===== src/mlts_ram.sv =====
// Generic single-port-write, single-port-read RAM with a registered read.
// Stand-alone; no package needed.
module mlts_ram #(
	parameter int WIDTH = 8,
	parameter int DEPTH = 16
) (
	input  logic                     clk,
	input  logic                     we,
	input  logic [$clog2(DEPTH)-1:0] waddr,
	input  logic [WIDTH-1:0]         wdata,
	input  logic [$clog2(DEPTH)-1:0] raddr,
	output logic [WIDTH-1:0]         rdata
);

	logic [WIDTH-1:0] mem [DEPTH];

	// Write and registered read.
	always_ff @(posedge clk) begin
		if (we)
			mem[waddr] <= wdata;
		rdata <= mem[raddr];
	end

endmodule


===== config.mk =====
export PLATFORM = sky130hd
export DESIGN_NAME = mlts_ram
export DESIGN_NICKNAME = d
export VERILOG_FILES = /design/src/mlts_ram.sv
export SDC_FILE = /design/constraint.sdc
export NUM_CORES = 1
export LEC_CHECK = 0
export BUFFER_PORTS_ARGS = -buffer_cell sky130_fd_sc_hd__buf_2
export CAP_MARGIN = 20
export CORE_ASPECT_RATIO = 1.4
export CORE_MARGIN = 2
export CORE_UTILIZATION = 30
export DETAILED_ROUTE_END_ITERATION = 12
export GPL_TIMING_DRIVEN = 0
export PLACE_DENSITY = 0.44
export SLEW_MARGIN = 25
export SYNTH_ARGS = -nofsm -noshare
export SYNTH_HDL_FRONTEND = slang
export SYNTH_SLANG_ARGS = --single-unit

===== constraint.sdc =====
create_clock -name clk -period 2.22 [get_ports clk]
set_input_delay 0.666 -clock clk [delete_from_list [all_inputs] [get_ports clk]]
set_output_delay 0.666 -clock clk [all_outputs]
set_load 0.01 [all_outputs]

==> impl_metrics.ini, run 1 <==
[outcome]
status = finished, final reports clean

[clock_tree]
cts_setup_buffers = 0
htree_levels = 4
numCtsBuffers = 17
cts_tree = yes
clock_path_buffers = 2
cts_hold_buf = 0
clk_pin_slew_ns = 0.06
clockRootBuffer = clkbuf_16
clk_latency_ns = 0.41
cts.sinks = 136
cts_resized = 0

[power_and_ir_drop]
netSwitchingPower_mw = 1.17
pwr-share-comb_pct = 5.1
p_int_mw = 4.50
pwr_density_cell_nw_per_um2 = 935
p_leak_nw = 2.00
seq_power_share_pct = 50.9
swShare_pct = 20.6
clockPowerShare_pct = 44.1
vdd_drop_max_mv = 0.442

[yosys]
ys_seq_area_share_pct = 77.8
synth_area_leaders = edfxtp_1, mux4_2, mux4_1, dfxtp_1, a22oi_1
yosysWarningCount = 0
synth_cell_types = 19
ys_ff_latch = 136
synth_area_per_cell_sq_um = 22.5
synth_top_area_share_pct = 74.7
netlist_area_sq_um = 5150
synthCells = 229
syn_nets = 247
synth_area_leader_cell = edfxtp_1

[global_route]
track_usage_pct = 12.9
grt-ovfl-total = 0
grt_start_max_net_pins = 17
grt_pass1_vias = 2485
grt_first_pass_wirelength_um = 16100
grt_antenna_before_repair = 0

[floorplanning]
die_w_um = 115
die_y_um = 159
core-area_sq_um = 16800
io_pins = 26
num_rows = 56
die_area_sq_um = 18200
initial_core_util_pct = 30.6

[critical_path]
critical_path_class = input pin to flip-flop
critPathArrivalTime_ns = 1.96
endpoint_kind = flip-flop
crit_required_ns = 2.25
critPathSlowestCell = nor2_1
cp-start-kind = input pin
cp_cell_sequence = buf_2 -> or3b_2 -> nor2_1
worst-path-max-fanout = 8
cp_slowest_stage_delay_ns = 0.65

[cells_and_area]
antennaDiodeCount = 0
final_cell_mix = edfxtp_1, buf_2, mux4_2
syn_to_final_growth_pct = 17.8
drive_gt1_share_pct = 29.6
fin_nets = 290
mostFrequentLayoutCell = edfxtp_1

[placement]
hpwl_um = 7190
dp_slack_ns = -0.181
io_buffers = 24
gp_congestion = 0.784

[route]
dr.pass1.iters = 4
drc = 0
vias = 2288
viasPerCell = 4.70
ant_nets = 0
drtIter0Drc = 104
routed_wl_um = 10800
wl_per_cell_um = 22.2

[sta]
post-route-period-util_pct = 87.2
fin_skew_ns = 0.00668
tightest_slew_ns = 0.866
relSlewSlack_pct = 42.0
fin_ws_ns = 0.285
hold_viol = 0
holdWs_ns = 0.662
max_freq_mhz = 517
rsz0062_at_grt = false
report.final.slew_viol_count = 0
final-setup-viol-count = 0
min_period_ns = 1.93

[job]
cap_viol_max_count = 0

[worst_hold_path]
min_path_type = input pin to flip-flop
==> cell usage after synthesis <==
cell	number
nor2b_1	1
mux4_1	14
nand3b_1	2
nor2_1	13
edfxtp_1	128
buf_6	3
and2b_1	1
nor3_1	4
nand2b_1	2
clkdlybuf4s25_2	3
a22oi_1	16
mux4_2	18
or3b_2	1
nand3_1	1
buf_4	1
dfxtp_1	8
nand2_1	9
and2_1	1
buf_2	3
==> worst max-delay path: cells and delay by family <==
| kind | cells | cell delay [ns] |
|---|---|---|
| AND/OR/NAND/NOR | 2 | 1.18 |
| buffers and inverters | 1 | 0.12 |
==> stage by stage <==
step                      cells  utilization, %  setup TNS [ns]  total power, mW  area (sq um)
after CTS                   487            36.1               0             5.74          6060
after detailed placement    456            33.0           -4.94             3.24          5540
after global routing        487            36.1               0             5.86          6060
after floorplan             229               -               0             3.09          5150
final                       487            36.1               0             5.67          6060
after global placement      456            32.8          -15.71             3.23          5520
==> sequential cells by signal (all words and copies together) (netlist names) <==
name   count
mem      128
rdata      8
==> cells by family (layout without fill, tap and decap cells) <==
group	after synthesis	count (layout)	share of synthesized area (%)
AO/OA/AOI/OAI	16	16	2.33
buffers and inverters	10	65	1.68
flip-flops	136	136	77.8
multiplexers	32	32	15.0
AND/OR/NAND/NOR	35	35	3.18
==> power groups by stage <==
stage / Sequential, mW / Combinational [mW] / Clock [mW]
final: 2.88 / 0.288 / 2.50
after global routing: 2.89 / 0.314 / 2.66
after CTS: 2.88 / 0.299 / 2.55
after detailed placement: 2.94 / 0.299 / 0
after global placement: 2.93 / 0.292 / 0
after floorplan: 2.94 / 0.146 / 0
==> routing by layer <==
layer	track usage [%]	share of wire, %
met3	3.12	3.7
met4	4.93	1.2
met2	22.1	55
met1	15.6	40
met5	0	0
==> worst paths after layout <==
check / from / endpoint / slack (ns) / cells after the start
worst min-delay path: wdata[5] / mem[7][5] / 0.66 / 1
worst max register to register: mem[1][2] / rdata[2] / 0.77 / 3
worst min register to register: mem[14][0] / rdata[0] / 0.68 / 3
worst max-delay path: waddr[2] / mem[3][2] / 0.29 / 3
==> layout make-up <==
| cell class | count | area [sq um] |
|---|---|---|
| Timing Repair Buffer | 24 | 120 |
| Tap cell | 203 | 254 |
| Buffer | 10 | 86.3 |
| Multi-Input combinational cell | 83 | 1080 |
| Clock inverter | 10 | 81.3 |
| Clock buffer | 21 | 440 |
| Sequential cell | 136 | 4000 |
| Fill cell | 1570 | 10800 |
Power figures use the tool's default switching activity.
==> run 2, diff against run 1 <==
--- a/config.mk
+++ b/config.mk
@@ -10,6 +10,7 @@
 export CORE_ASPECT_RATIO = 1.4
 export CORE_MARGIN = 2
 export CORE_UTILIZATION = 30
+export CTS_BUF_LIST = sky130_fd_sc_hd__clkbuf_16
 export DETAILED_ROUTE_END_ITERATION = 12
 export GPL_TIMING_DRIVEN = 0
 export PLACE_DENSITY = 0.44
==> run 2 against run 1 <==
Net effect:
- cell area is the same
- sequential share of layout area is the same
- sequential cell count is the same
- clock power is essentially flat
- maximum frequency is essentially flat
- highest routed layer unchanged
- critical path type unchanged
==> impl_metrics.ini, run 2 (synthesized netlist as in run 1, its figures left out) <==
[outcome]
status = finished, final reports clean

[sta]
fin_skew_ns = 0.00668
relSlewSlack_pct = 42.2
min_period_ns = 1.93
tightest_slew_ns = 0.863
final-setup-viol-count = 0
holdWs_ns = 0.662
rsz0062_at_grt = false
hold_viol = 0
report.final.slew_viol_count = 0
max_freq_mhz = 517
post-route-period-util_pct = 87.2

[clock_tree]
cts_tree = yes
clock_path_buffers = 2
cts_resized = 0
clk_latency_ns = 0.41
cts_hold_buf = 0
clk_pin_slew_ns = 0.06
numCtsBuffers = 17
cts_setup_buffers = 0
clockRootBuffer = clkbuf_16
cts.sinks = 136
htree_levels = 4

[critical_path]
path_delay_family = simple AND/OR/NAND/NOR gates
critPathArrivalTime_ns = 1.96
cp_slowest_stage_delay_ns = 0.65
worst-path-max-fanout = 8
crit_required_ns = 2.25
worstPathBufferInverterCount = 1
critPathSlowestCell = nor2_1
cp_cell_sequence = buf_2 -> or3b_2 -> nor2_1
endpoint_kind = flip-flop
cp-start-kind = input pin
critical_path_class = input pin to flip-flop

[cells_and_area]
final_cell_mix = edfxtp_1, buf_2, mux4_2
fin_nets = 290
mostFrequentLayoutCell = edfxtp_1
n_fill_cell = 1570
largest_reg_flops = 128
antennaDiodeCount = 0
drive_gt1_share_pct = 29.6
top_register = mem
regArea_sq_um = 4000
reg_top3 = mem x128, rdata x8
syn_to_final_growth_pct = 17.8
multi_input_area_sq_um = 1080
final_cells = 487

[floorplanning]
core-area_sq_um = 16800
num_rows = 56
die_y_um = 159
die_area_sq_um = 18200
die_w_um = 115
io_pins = 26
initial_core_util_pct = 30.6

[global_route]
grt-ovfl-total = 0
grt_antenna_before_repair = 0
grt_first_pass_wirelength_um = 16100
track_usage_pct = 12.9
grt_start_max_net_pins = 17
grt_pass1_vias = 2485

[route]
wl_per_cell_um = 22.1
drc = 0
viasPerCell = 4.69
ant_nets = 0
drtIter0Drc = 104
dr.pass1.iters = 4
routed_wl_um = 10800
vias = 2283

[power_and_ir_drop]
pwr_density_cell_nw_per_um2 = 932
p_leak_nw = 2.02
vdd_drop_max_mv = 0.442

[worst_hold_path]
min_path_type = input pin to flip-flop

[placement]
dp_cells = 456
gp_congestion = 0.784
hpwl_um = 7190
io_buffers = 24

[job]
cap_viol_max_count = 0
-- run 2: changes by cell type in the layout (fill, tap and decap cells not counted), sizes merged --
| cell | delta |
|---|---|
| inv | +4 |
| clkbuf | -4 |
-- run 2: cell type report --
type / count / share of cell area, %
flip-flops and latches: 136 / 66.0
multi-input cells: 83 / 17.8
clock buffers: 17 / 7.02
well taps: 203 / 4.19
repair buffers: 24 / 1.98
clock inverters: 14 / 1.59
plain buffers: 10 / 1.42
-- run 2: worst paths after layout --
kind	start	to	slack [ns]	cells past startpoint
setup / recovery	waddr[2]	mem[3][2]	0.29	3
hold / removal	wdata[5]	mem[7][5]	0.66	1
setup reg to reg	mem[1][2]	rdata[2]	0.77	3
hold reg to reg	mem[14][0]	rdata[0]	0.68	3
-- run 2: worst register-to-register path: cells and delay by family, from the launching register on --
kind | cells | cell delay [ns]
AOI/OAI and AO/OA | 1 | 0.31
DFF | 1 | 0.35
muxes | 1 | 0.58
and+or+nand+nor | 1 | 0.09
-- run 2: metal layers --
metal / vias to the layer above / wire length [um] / part of all wire [%] / track usage [%]
li1: 1058 / - / - / -
met1: 1165 / 4380 / 41 / 15.6
met2: 50 / 5890 / 55 / 22.1
met3: 10 / 387 / 3.6 / 3.12
met4: 0 / 133 / 1.2 / 4.93
met5: - / 0 / 0 / 0
-- run 2: report_power, final --
part | leakage (nW) | total, mW | internal [mW] | switching, mW
logic | 0.520 | 0.288 | 0.115 | 0.174
registers | 1.22 | 2.88 | 2.87 | 0.0115
clock network | 0.277 | 2.48 | 1.50 | 0.981
-- run 2: stage by stage --
| step | instance area [sq um] | power, mW | util [%] | setup TNS (ns) | worst slack, ns |
|---|---|---|---|---|---|
| 2_1_floorplan | 5150 | 3.09 | - | 0 | 0.0611 |
| 3_3_place_gp | 5520 | 3.23 | 32.8 | -15.71 | -0.545 |
| 3_5_place_dp | 5540 | 3.24 | 33.0 | -4.94 | -0.181 |
| 4_1_cts | 6060 | 5.72 | 36.1 | 0 | 0.245 |
| 5_1_grt | 6060 | 5.85 | 36.1 | 0 | 0.203 |
| 6_report | 6060 | 5.65 | 36.1 | 0 | 0.285 |
==> run 3, diff against run 2 <==
--- a/config.mk
+++ b/config.mk
@@ -5,6 +5,7 @@
 export SDC_FILE = /design/constraint.sdc
 export NUM_CORES = 1
 export LEC_CHECK = 0
+export ABC_AREA = 1
 export BUFFER_PORTS_ARGS = -buffer_cell sky130_fd_sc_hd__buf_2
 export CAP_MARGIN = 20
 export CORE_ASPECT_RATIO = 1.4
@@ -13,7 +14,7 @@
 export CTS_BUF_LIST = sky130_fd_sc_hd__clkbuf_16
 export DETAILED_ROUTE_END_ITERATION = 12
 export GPL_TIMING_DRIVEN = 0
-export PLACE_DENSITY = 0.44
+export PLACE_DENSITY = 0.5
 export SLEW_MARGIN = 25
 export SYNTH_ARGS = -nofsm -noshare
 export SYNTH_HDL_FRONTEND = slang
==> constraint.sdc (replaced) <==
create_clock -name clk -period 1.67 [get_ports clk]
set_input_delay 0.501 -clock clk [delete_from_list [all_inputs] [get_ports clk]]
set_output_delay 0.501 -clock clk [all_outputs]
set_load 0.01 [all_outputs]
==> run 3 against run 2 <==
Net effect:
- critical endpoint is now mem[14][4]
- synthesized cell count rose by 140%
- critical path depth grew 1
- register-to-register slack got worse by 0.26 ns
- die area grew 12%
- sequential power is 33% higher
- largest power group is now clock
- core utilization is 0.18 points lower
==> impl_metrics.ini, run 3 <==
[sta]
relSlewSlack_pct = 38.6
fin_skew_ns = 0.0140
rsz0062_at_grt = false
report.final.slew_viol_count = 0
max_freq_mhz = 655
final-setup-viol-count = 0
hold_viol = 0
tightest_slew_ns = 0.917
fin_ws_ns = 0.143
post-route-period-util_pct = 91.4
setup_tns_ns = 0
min_period_ns = 1.53

[clock_tree]
cts_resized = 0
htree_levels = 4
cts_setup_buffers = 0
cts_tree = yes
clk_pin_slew_ns = 0.06
clk_latency_ns = 0.42
clockRootBuffer = clkbuf_16
clock_path_buffers = 2
cts.sinks = 136
cts_hold_buf = 0
numCtsBuffers = 17

[power_and_ir_drop]
pwr-share-comb_pct = 6.0
seq_power_share_pct = 45.3
vdd_drop_max_mv = 0.576
p_leak_nw = 2.93
netSwitchingPower_mw = 1.84
clockPowerShare_pct = 48.7
swShare_pct = 21.8
pwr_density_cell_nw_per_um2 = 1240
p_int_mw = 6.62
power_mw = 8.46

[yosys]
synth_top_area_share_pct = 66.7
synth_area_leaders = edfxtp_1, nand2_1, nand3_1, inv_1, dfxtp_1
yosysWarningCount = 0
synth.most_common_cell = nand2_1
ys_top_cells_by_count = nand2_1, edfxtp_1, inv_1
synthArstFlopShare_pct = 0
ys_ff_latch = 136
synth_area_per_cell_sq_um = 10.5
synth_area_leader_cell = edfxtp_1
syn_nets = 569
synth_ff_type = edfxtp_1
synth_cell_types = 12
ys_seq_area_share_pct = 69.4
synthCells = 551
synth-edff-count = 128
netlist_area_sq_um = 5770

[route]
drc = 0
vias = 3841
wl_per_cell_um = 17.1
routed_wl_um = 14600
viasPerCell = 4.50
ant_nets = 0
drtIter0Drc = 245
dr.pass1.iters = 5

[critical_path]
r2r.worst_path.cells = 6
cp-start-kind = input pin
endpoint_kind = flip-flop
r2r_start = mem[7][6]
r2r-end = rdata[6]
crit_required_ns = 1.71
critical_path_class = input pin to flip-flop
critPathArrivalTime_ns = 1.56
worst-path-max-fanout = 8
r2r_slack_ns = 0.51

[placement]
dp_cells = 821
gp_congestion = 0.879
hpwl_um = 10000
dp_slack_ns = -0.345
io_buffers = 22

[cells_and_area]
largest_reg_flops = 128
antennaDiodeCount = 0
multi_input_area_sq_um = 1220
fin_nets = 610
syn_to_final_growth_pct = 18.6
mostFrequentLayoutCell = nand2_1
n_fill_cell = 1915
final_cell_mix = nand2_1, edfxtp_1, inv_1
post-route-util_pct = 35.9
reg_top3 = mem x128, rdata x8
drive_gt1_share_pct = 13.2
final_cells = 853
regArea_sq_um = 4000
top_register = mem

[outcome]
status = finished, final reports clean

[global_route]
grt_start_max_net_pins = 17
track_usage_pct = 15.1
grt_pass1_vias = 3856
grt-ovfl-total = 0
grt_antenna_before_repair = 0
grt_first_pass_wirelength_um = 22000

[worst_hold_path]
min_path_type = input pin to flip-flop
hold_end = mem[5][7]
hp-start = wdata[7]
whs_path_depth = 1

[floorplanning]
io_pins = 26
die_w_um = 121
core-area_sq_um = 19100
num_rows = 60
die_y_um = 168
initial_core_util_pct = 30.2
die_area_sq_um = 20400

[job]
cap_viol_max_count = 0
run 3: cell count changes after synthesis, sizes merged:
cell / previous run / this run
buf: 7 / 24
and2: 1 / 0
nor2: 13 / 17
inv: 0 / 102
nand2b: 2 / 0
a22oi: 16 / 0
mux4: 32 / 0
or3b: 1 / 0
nor2b: 1 / 0
nand2: 9 / 173
nand3: 1 / 97
nor3: 4 / 0
and2b: 1 / 0
clkdlybuf4s25: 3 / 0
run 3: final cells by class:
cell class | count | area share (%)
plain buffers | 24 | 2.43
multi-input cells | 289 | 17.8
clock buffers | 17 | 6.22
repair buffers | 22 | 1.61
inverters | 102 | 5.60
clock inverters | 15 | 3.27
flip-flops and latches | 136 | 58.5
well taps | 248 | 4.54
run 3: critical path: stages:
cell	delay (ns)
buf_2	0.11
inv_1	0.07
nand2_1	0.14
nor2_1	0.74
run 3: metrics by stage:
step | hold WS, ns | cell area (sq um)
final | 0.491 | 6840
after global routing | 0.499 | 6840
after CTS | 0.492 | 6840
after detailed placement | 0.665 | 6190
after global placement | 0.653 | 6190
after floorplan | 0.600 | 5770
run 3: worst max path at each step:
stage,start,endpoint,slack [ns],cells after the start
after floorplan,waddr[2],mem[10][0],0.22,2
after global placement,waddr[2],mem[11][0],-0.32,3
after detailed placement,waddr[2],mem[10][4],-0.35,3
after CTS,waddr[2],mem[10][7],0.09,3
after global routing,waddr[2],mem[9][5],0.07,3
final,waddr[0],mem[14][4],0.14,4
run 3: power groups by stage:
stage          Sequential (mW)  Clock (mW)  Combinational (mW)
6_report                  3.83        4.12               0.511
3_5_place_dp              3.91           0               0.513
2_1_floorplan             3.92           0               0.269
3_3_place_gp              3.91           0               0.508
5_1_grt                   3.84        4.34               0.562
4_1_cts                   3.83        4.18               0.515
run 3: logic make-up after synthesis:
logic type             Yosys count  synth area share, %
and+or+nand+nor                289                 21.0
buffers and inverters          126                 9.52
DFF                            136                 69.4
run 3: metal layers:
| layer | vias up | part of all wire [%] | GRT usage [%] |
|---|---|---|---|
| li1 | 1854 | - | - |
| met1 | 1820 | 38 | 16.4 |
| met2 | 128 | 51 | 26.2 |
| met3 | 39 | 4.7 | 3.29 |
| met4 | 0 | 5.7 | 9.75 |
| met5 | - | 0 | 0 |
